**src/design/ffa_pkg.sv**
```systemverilog
`timescale 1ns / 1ps
package ffa_pkg;

  // Data and arithmetic widths: compares need headroom above 32-bit addresses
  localparam int DW = 32;
  localparam int CW = 35;
  localparam int CFG_IDX_W = 8;

  // Size rounding constants
  localparam logic [CW-1:0] ALIGN_LSB  = CW'(7);
  localparam logic [CW-1:0] ROUND_MASK = ~CW'(7);

  // Configuration register indexes
  localparam logic [CFG_IDX_W-1:0] REG_HEAP_BASE  = CFG_IDX_W'(0);
  localparam logic [CFG_IDX_W-1:0] REG_HEAP_LIMIT = CFG_IDX_W'(1);

  typedef enum logic [1:0] {
    OP_ALLOC  = 2'd0,
    OP_FREE   = 2'd1,
    OP_RESIZE = 2'd2
  } op_t;

  typedef enum logic [4:0] {
    S_IDLE, S_DISP, S_A_CHK, S_A_FIRST, S_A_SCRD, S_A_SCCK, S_A_GROW,
    S_INS_RD, S_INS_MV, S_INS_WR, S_FIND_RD, S_FIND_CK, S_HIT,
    S_REM_RD, S_REM_MV, S_RS_NXCK, S_DONE
  } st_t;

  typedef enum logic [1:0] {K_ALLOC, K_FREE, K_RESIZE, K_MOVE} kind_t;

  typedef enum logic [1:0] {RA_IDX, RA_DEC, RA_INC} ra_t;
  typedef enum logic [1:0] {WA_IDX, WA_DEC, WA_POS} wa_t;
  typedef enum logic [1:0] {WD_RDQ, WD_NEW, WD_RESIZE} wd_t;
  typedef enum logic [2:0] {IX_HOLD, IX_ZERO, IX_ONE, IX_COUNT, IX_INC, IX_DEC} ix_t;
  typedef enum logic [1:0] {INS_HOLD, INS_BASE, INS_GAP, INS_TOP} ins_t;
  typedef enum logic [2:0] {TOP_HOLD, TOP_GROW, TOP_CUR, TOP_PREV, TOP_RESIZE} top_t;
  typedef enum logic [2:0] {
    RES_HOLD, RES_CLR, RES_ALLOC, RES_INPLACE, RES_FREE, RES_MOVE, RES_SAVECP
  } res_t;

  typedef struct packed {
    logic [DW-1:0] start;
    logic [DW-1:0] pay;
  } ent_t;

  // Commands from controller to datapath
  typedef struct packed {
    logic latch;
    logic rd;
    ra_t  ra;
    logic wr;
    wa_t  wa;
    wd_t  wd;
    ix_t  ix;
    logic prev_ld;
    logic cur_ld;
    ins_t ins;
    logic cnt_inc;
    logic cnt_dec;
    top_t top;
    res_t res;
  } cmd_t;

  // Status from datapath to controller
  typedef struct packed {
    logic [1:0] op;
    logic addr_zero;
    logic req_zero;
    logic cnt_zero;
    logic cnt_full;
    logic cnt_one;
    logic idx_at_cnt;
    logic idx_at_pos;
    logic idx_last;
    logic first_ok;
    logic gap_ok;
    logic match;
    logic grow_ok;
    logic shrink_ok;
    logic last_ok;
    logic next_ok;
  } sts_t;

endpackage

```
**src/design/ffa_ctrl.sv**
```systemverilog
`timescale 1ns / 1ps
module ffa_ctrl (
  input  logic          clk,
  input  logic          rst_n,
  input  logic          in_valid,
  output logic          in_ready,
  output logic          out_valid,
  input  logic          out_ready,
  input  ffa_pkg::sts_t sts,
  output ffa_pkg::cmd_t cmd
);
  import ffa_pkg::*;

  st_t   st_r, st_nxt;
  kind_t kind_r, kind_nxt;
  logic  out_valid_r, out_valid_nxt;
  logic  accept;

  assign accept    = in_valid && in_ready;
  assign out_valid = out_valid_r;

  always_ff @(posedge clk) begin
    if (!rst_n) begin
      st_r        <= S_IDLE;
      kind_r      <= K_ALLOC;
      out_valid_r <= 1'b0;
    end else begin
      st_r        <= st_nxt;
      kind_r      <= kind_nxt;
      out_valid_r <= out_valid_nxt;
    end
  end

  // Next state
  always_comb begin
    st_nxt        = st_r;
    kind_nxt      = kind_r;
    out_valid_nxt = out_valid_r && !out_ready;
    case (st_r)
      S_IDLE: if (accept) st_nxt = S_DISP;
      S_DISP: begin
        if (sts.op == OP_ALLOC) begin
          kind_nxt = K_ALLOC;
          st_nxt   = S_A_CHK;
        end else if (sts.op == OP_FREE) begin
          kind_nxt = K_FREE;
          st_nxt   = sts.addr_zero ? S_DONE : S_FIND_RD;
        end else if (sts.op == OP_RESIZE) begin
          if (sts.addr_zero) begin
            kind_nxt = K_ALLOC;
            st_nxt   = S_A_CHK;
          end else begin
            kind_nxt = sts.req_zero ? K_FREE : K_RESIZE;
            st_nxt   = S_FIND_RD;
          end
        end else begin
          st_nxt = S_DONE;
        end
      end
      S_A_CHK: begin
        if (sts.cnt_full) st_nxt = S_DONE;
        else if (sts.cnt_zero) st_nxt = S_A_GROW;
        else st_nxt = S_A_FIRST;
      end
      S_A_FIRST: begin
        if (sts.first_ok) st_nxt = S_INS_RD;
        else if (sts.cnt_one) st_nxt = S_A_GROW;
        else st_nxt = S_A_SCRD;
      end
      S_A_SCRD: st_nxt = S_A_SCCK;
      S_A_SCCK: begin
        if (sts.gap_ok) st_nxt = S_INS_RD;
        else if (sts.idx_last) st_nxt = S_A_GROW;
        else st_nxt = S_A_SCRD;
      end
      S_A_GROW: st_nxt = sts.grow_ok ? S_INS_RD : S_DONE;
      S_INS_RD: st_nxt = sts.idx_at_pos ? S_INS_WR : S_INS_MV;
      S_INS_MV: st_nxt = S_INS_RD;
      S_INS_WR: st_nxt = (kind_r == K_MOVE) ? S_FIND_RD : S_DONE;
      S_FIND_RD: st_nxt = sts.idx_at_cnt ? S_DONE : S_FIND_CK;
      S_FIND_CK: st_nxt = sts.match ? S_HIT : S_FIND_RD;
      S_HIT: begin
        if (kind_r != K_RESIZE) st_nxt = S_REM_RD;
        else if (sts.shrink_ok || sts.idx_last) st_nxt = S_DONE;
        else st_nxt = S_RS_NXCK;
      end
      S_RS_NXCK: begin
        if (sts.next_ok) begin
          st_nxt = S_DONE;
        end else begin
          kind_nxt = K_MOVE;
          st_nxt   = S_A_CHK;
        end
      end
      S_REM_RD: st_nxt = sts.idx_at_cnt ? S_DONE : S_REM_MV;
      S_REM_MV: st_nxt = S_REM_RD;
      S_DONE: begin
        out_valid_nxt = 1'b1;
        st_nxt        = S_IDLE;
      end
      default: st_nxt = S_IDLE;
    endcase
  end

  // Outputs: datapath commands and input handshake
  always_comb begin
    cmd      = '0;
    cmd.ra   = RA_IDX;
    cmd.wa   = WA_IDX;
    cmd.wd   = WD_RDQ;
    cmd.ix   = IX_HOLD;
    cmd.ins  = INS_HOLD;
    cmd.top  = TOP_HOLD;
    cmd.res  = RES_HOLD;
    in_ready = (st_r == S_IDLE) && (!out_valid_r || out_ready);
    case (st_r)
      S_IDLE: begin
        if (accept) begin
          cmd.latch = 1'b1;
          cmd.res   = RES_CLR;
          cmd.ix    = IX_ZERO;
        end
      end
      S_A_CHK: begin
        if (sts.cnt_full) cmd.res = RES_CLR;
        else if (!sts.cnt_zero) cmd.rd = 1'b1;
      end
      S_A_FIRST: begin
        if (sts.first_ok) begin
          cmd.ins = INS_BASE;
          cmd.ix  = IX_COUNT;
        end else begin
          cmd.prev_ld = 1'b1;
          cmd.ix      = IX_ONE;
        end
      end
      S_A_SCRD: cmd.rd = 1'b1;
      S_A_SCCK: begin
        if (sts.gap_ok) begin
          cmd.ins = INS_GAP;
          cmd.ix  = IX_COUNT;
        end else begin
          cmd.prev_ld = 1'b1;
          cmd.ix      = IX_INC;
        end
      end
      S_A_GROW: begin
        if (sts.grow_ok) begin
          cmd.ins = INS_TOP;
          cmd.top = TOP_GROW;
          cmd.ix  = IX_COUNT;
        end else begin
          cmd.res = RES_CLR;
        end
      end
      S_INS_RD: begin
        if (!sts.idx_at_pos) begin
          cmd.rd = 1'b1;
          cmd.ra = RA_DEC;
        end
      end
      S_INS_MV: begin
        cmd.wr = 1'b1;
        cmd.ix = IX_DEC;
      end
      S_INS_WR: begin
        cmd.wr      = 1'b1;
        cmd.wa      = WA_POS;
        cmd.wd      = WD_NEW;
        cmd.cnt_inc = 1'b1;
        cmd.res     = RES_ALLOC;
        if (kind_r == K_MOVE) cmd.ix = IX_ZERO;
      end
      S_FIND_RD: begin
        if (sts.idx_at_cnt) cmd.res = RES_CLR;
        else cmd.rd = 1'b1;
      end
      S_FIND_CK: begin
        if (sts.match) begin
          cmd.cur_ld = 1'b1;
        end else begin
          cmd.prev_ld = 1'b1;
          cmd.ix      = IX_INC;
        end
      end
      S_HIT: begin
        if (kind_r != K_RESIZE) begin
          if (sts.cnt_one) cmd.top = TOP_CUR;
          else if (sts.idx_last) cmd.top = TOP_PREV;
          cmd.ix  = IX_INC;
          cmd.res = (kind_r == K_MOVE) ? RES_MOVE : RES_FREE;
        end else if (sts.shrink_ok || (sts.idx_last && sts.last_ok)) begin
          cmd.wr  = 1'b1;
          cmd.wd  = WD_RESIZE;
          cmd.res = RES_INPLACE;
          if (sts.idx_last) cmd.top = TOP_RESIZE;
        end else if (!sts.idx_last) begin
          cmd.rd = 1'b1;
          cmd.ra = RA_INC;
        end
      end
      S_RS_NXCK: begin
        if (sts.next_ok) begin
          cmd.wr  = 1'b1;
          cmd.wd  = WD_RESIZE;
          cmd.res = RES_INPLACE;
        end else begin
          cmd.res = RES_SAVECP;
          cmd.ix  = IX_ZERO;
        end
      end
      S_REM_RD: begin
        if (sts.idx_at_cnt) cmd.cnt_dec = 1'b1;
        else cmd.rd = 1'b1;
      end
      S_REM_MV: begin
        cmd.wr = 1'b1;
        cmd.wa = WA_DEC;
        cmd.ix = IX_INC;
      end
      default: ;
    endcase
  end

  a_accept_dispatch: assert property (@(posedge clk) disable iff (!rst_n)
    accept |=> st_r == S_DISP)
    else $error("accepted request not dispatched");
  a_result_from_done: assert property (@(posedge clk) disable iff (!rst_n)
    $rose(out_valid_r) |-> $past(st_r == S_DONE))
    else $error("result raised outside completion");
  a_no_write_idle: assert property (@(posedge clk) disable iff (!rst_n)
    cmd.wr |-> st_r != S_IDLE && !in_ready)
    else $error("table write while idle");

endmodule

```
**config.mk**
```make
export PLATFORM = sky130hd
export DESIGN_NAME = ffa_ctrl
export DESIGN_NICKNAME = d
export VERILOG_FILES = /design/src/design/ffa_pkg.sv /design/src/design/ffa_ctrl.sv
export SDC_FILE = /design/constraint.sdc
export NUM_CORES = 1
export LEC_CHECK = 0
export BUFFER_PORTS_ARGS = -buffer_cell sky130_fd_sc_hd__buf_2
export CORE_MARGIN = 4
export CORE_UTILIZATION = 50
export CTS_BUF_LIST = sky130_fd_sc_hd__clkbuf_8
export DETAILED_ROUTE_END_ITERATION = 7
export PLACE_DENSITY = 0.91
export SYNTH_ARGS = -nofsm -noshare
export SYNTH_HDL_FRONTEND = slang
export SYNTH_SLANG_ARGS = --single-unit
```
**constraint.sdc**
```tcl
create_clock -name clk -period 2 [get_ports clk]
set_clock_uncertainty 0.05 [all_clocks]
set_input_delay 0.4 -clock clk [delete_from_list [all_inputs] [get_ports clk]]
set_output_delay 0.4 -clock clk [all_outputs]
set_load 0.05 [all_outputs]
```
==> results.yml, run 1 <==
status:
  outcome: "did not finish"
  lastStage: "clock tree synthesis (4_1_cts)"
  tool.error: "[ERROR DPL-0038] Utilization greater than 100%, impossible to legalize"
clock_network:
  cts_inserted_buffers: 3
  clkSinkCount: 8
  holdBufCountCts: 0
  clk_path_buf_depth: 2
  cts_repair_resize_count: 92
  clockRootBuffer: "clkbuf_8"
  htreeDepth: 1
  post_cts_buffers: 11
synth:
  synth_cells: 163
  synth.net_count: 184
  syn-cell-area_um2: 1121
  synthFlopType: "dfxtp_1"
  ys_seq_area_share_pct: 14.29
  synth.distinct_cells: 49
  synthArstFlopShare_pct: 0
  yosysWarnings: 0
  avgSynthCellArea_um2: 6.878
  ys_seq_elements: 8
  synth_edf_count: 0
die:
  rows: 16
  die_x_um: 55.35
  fp.dieH_um: 55.35
  start_util_pct: 54.90
  ioPinCount: 47
placement:
  dp_hpwl_um: 4127
  port_buffers: 46
  gp_congestion: 1.110
  place_inst: 261
[Yosys cell counts (3+ instances only)]
master | instances | area [um2]
a21oi_1 | 6 | 30.03
a31oi_1 | 6 | 37.54
and3_1 | 3 | 18.77
buf_2 | 7 | 35.03
buf_4 | 3 | 22.52
dfxtp_1 | 8 | 160.2
inv_1 | 7 | 26.28
nand2_1 | 12 | 45.04
nand2b_1 | 10 | 62.56
nand3_1 | 7 | 35.03
nand3b_1 | 6 | 45.04
nor2_1 | 16 | 60.06
nor2b_1 | 4 | 25.02
nor3_1 | 10 | 50.05
o21a_1 | 3 | 22.52
o21ai_0 | 12 | 60.06
[cells by family after synthesis]
logic type | count (synthesis) | synth area share (%)
and+or+nand+nor | 83 | 42.63
buffers and inverters | 19 | 8.817
AOI/OAI and AO/OA | 52 | 33.49
DFF | 8 | 14.29
xor gates and xnor gates | 1 | 0.7814
[stage by stage]
stage                     setup WS (ns)  util (%)  cell area (um2)  setup TNS, ns
after floorplan                 -0.2394         -             1216        -0.7063
after global placement         -0.07278     82.17             1678        -0.1664
after detailed placement        -0.1649     82.17             1678        -0.8987
==> inputs of run 2 (changes only) <==
CORE_AREA = 4 4 65 67   (was not set)
CORE_MARGIN = not set   (was 4)
CORE_UTILIZATION = not set   (was 50)
CTS_BUF_LIST = not set   (was sky130_fd_sc_hd__clkbuf_8)
DIE_AREA = 0 0 69 71   (was not set)
PLACE_DENSITY = not set   (was 0.91)
PLACE_DENSITY_LB_ADDON = 0.15   (was not set)
==> run 2 against run 1 <==
Against the previous run:
- the flow now finishes, with violations (setup timing)
- synthesized cell count unchanged
- synthesized area unchanged
==> results.yml, run 2 <==
status:
  outcome: "finished with violations"
  violations: "setup timing"
detailed_routing:
  wirelength_um: 5392
  drc: 0
  firstDrtPassIters: 4
  wire_per_inst_um: 17.23
  via_per_inst: 5.626
  antenna_left: 0
  routed-via-count: 1761
  dr.first_iter.drc_count: 137
sta:
  worst_pin_slew_ns: 0.4782
  max_freq_mhz: 459.7
  setup_ws_ns: -0.1755
  fin_crit_sh_pct: 108.8
  slew_headroom_pct: 68.00
  layout_min_cycle_time_ns: 2.175
  finalHoldViolCount: 0
  slew_violations: 0
  rsz0062_at_grt: "true"
  setup_violations: 19
power:
  p_leak_nw: 1.074
  p_per_area_nw_per_um2: 856.5
  vdd_drop_max_mv: 0.5761
synth:
  synth_cells: 163
  yosysWarnings: 0
  synth_top_area_share_pct: 14.29
  yosys-top-cells-count: "nor2_1 (16), nand2_1 (12), o21ai_0 (12)"
  synth_top_cell_by_area: "dfxtp_1"
  synth_edf_count: 0
  synth.net_count: 184
  synthMuxAreaShare_pct: 0
  synth.area.top_cells: "dfxtp_1 (14%), nand2b_1 (5.6%), o21ai_0 (5.4%)"
  ys_seq_elements: 8
  synth_most_common_cell: "nor2_1"
  syn-cell-area_um2: 1121
  ys_seq_area_share_pct: 14.29
  synthArstFlopShare_pct: 0
  synth_compound_area_share_pct: 33.48
  synth.distinct_cells: 49
  synthXorXnorAreaFrac_pct: 0.7813
  synthAdderAreaFrac_pct: 0
  synth_top_family_by_area: "simple AND/OR/NAND/NOR gates"
  synthFlopType: "dfxtp_1"
  synth-simple-area-share_pct: 42.63
  avgSynthCellArea_um2: 6.878
clock_network:
  clk_pin_slew_ns: 0.04
  tritoncts: "built"
  htreeDepth: 1
  clock_latency_ns: 0.23
  clockRootBuffer: "clkbuf_8"
  cts_inserted_buffers: 3
  clkSinkCount: 8
  clk_path_buf_depth: 2
grt:
  grt_pass1_wl_um: 8355
  antenna_found_initial: 0
  grt_max_degree: 13
  track_usage_pct: 20.89
  grt_overflow: 0
  grt_pass1_vias: 1787
placement:
  gp_congestion: 0.8580
  dp_hpwl_um: 3834
  port_buffers: 46
  dp_slack_ns: -0.1344
layout:
  antenna_cells: 0
  top_register: "st_r"
  layout_common_cells: "buf_4 (52), buf_6 (25), buf_2 (23), nor2_1 (11), buf_8 (9)"
  utilization_pct: 65.98
  drive_above_1_share_pct: 63.77
  fin_nets: 288
  multi_input_area_um2: 1141
  final_common_cell: "buf_4"
  regArea_um2: 178.9
  fill_cells: 284
  largest_register_ff_count: 5
  syn2layout_area_growth_pct: 113.8
job:
  maxCapViolations: 0
setup_path:
  crit_path_max_fanout: 6
  critPathRequiredTime_ns: 1.55
  endpoint_kind: "primary output"
  worstPathArrival_ns: 1.73
  crit_type: "flop to primary output"
  startpoint_type: "flop"
die:
  ioPinCount: 47
  fp.dieH_um: 71
  die_x_um: 69
  rows: 22
  start_util_pct: 30.85
  die_area_um2: 4899
  core_um2: 3633
min_path:
  hold_path_class: "input pin to flop"
-- run 2: what timing repair did --
item,CTS,global route
setup endpoints to repair,24,24
gates resized for setup,86,33
hold buffers,0,0
gates cloned,0,1
buffers inserted,17,9
pin swaps,9,10
-- run 2: metal layers --
layer  routed length [um]  up-vias  share of wire, %  GRT usage, %
met3                  399       21               7.4         4.972
met1                 2113      830                39         24.47
met4                  150        0               2.8         8.026
met2                 2728       97                51         36.76
met5                    0        -                 0             0
li1                     -      813                 -             -
-- run 2: final cells by class --
type	instances	share of cell area, %
inverters	7	1.096
flip-flops and latches	8	7.463
well taps	48	2.505
multi-input cells	136	47.60
clock buffers	3	1.722
repair buffers	111	39.61
-- run 2: cells by family (layout without fill, tap and decap cells) --
family | Yosys count | after routing
buf+inv | 19 | 121
simple gates | 83 | 83
xor+xnor | 1 | 1
flops | 8 | 8
compound gates | 52 | 52
-- run 2: critical path: stages, from the launching register on --
cell	delay (ns)
dfxtp_4	0.37
or3b_4	0.41
nor4_4	0.24
o21ai_4	0.16
nand3b_1	0.14
buf_6	0.17
-- run 2: where the power goes --
| group | switching [mW] | internal (mW) | total, mW | leakage [nW] |
|---|---|---|---|---|
| registers | 0.0509 | 0.208 | 0.259 | 0.0689 |
| clock network | 0.0701 | 0.131 | 0.201 | 0.0216 |
| logic | 0.878 | 0.715 | 1.59 | 0.983 |
| total | 0.999 | 1.05 | 2.05 | 1.07 |
-- run 2: path summary, 6_finish.rpt --
kind	startpoint	end	slack (ns)	cells past startpoint
setup / recovery	st_r[3]	cmd[1]	-0.18	5
setup reg to reg	st_r[3]	st_r[4]	0.15	9
hold reg to reg	kind_r[0]	kind_r[0]	0.50	1
hold / removal	rst_n	kind_r[1]	0.39	2
-- run 2: through the flow --
stage	std cells	power, mW	setup TNS, ns	hold WS (ns)	area, um2
2_1_floorplan	163	1.007	-0.7063	0.4465	1216
3_3_place_gp	287	1.418	-0.3252	0.4835	1754
3_5_place_dp	287	1.431	-0.6611	0.4889	1754
4_1_cts	307	1.936	-1.506	0.3900	2231
5_1_grt	313	2.163	-3.229	0.3885	2397
6_report	313	2.053	-2.103	0.3854	2397
Note: power is estimated with default switching activity, not from simulation.
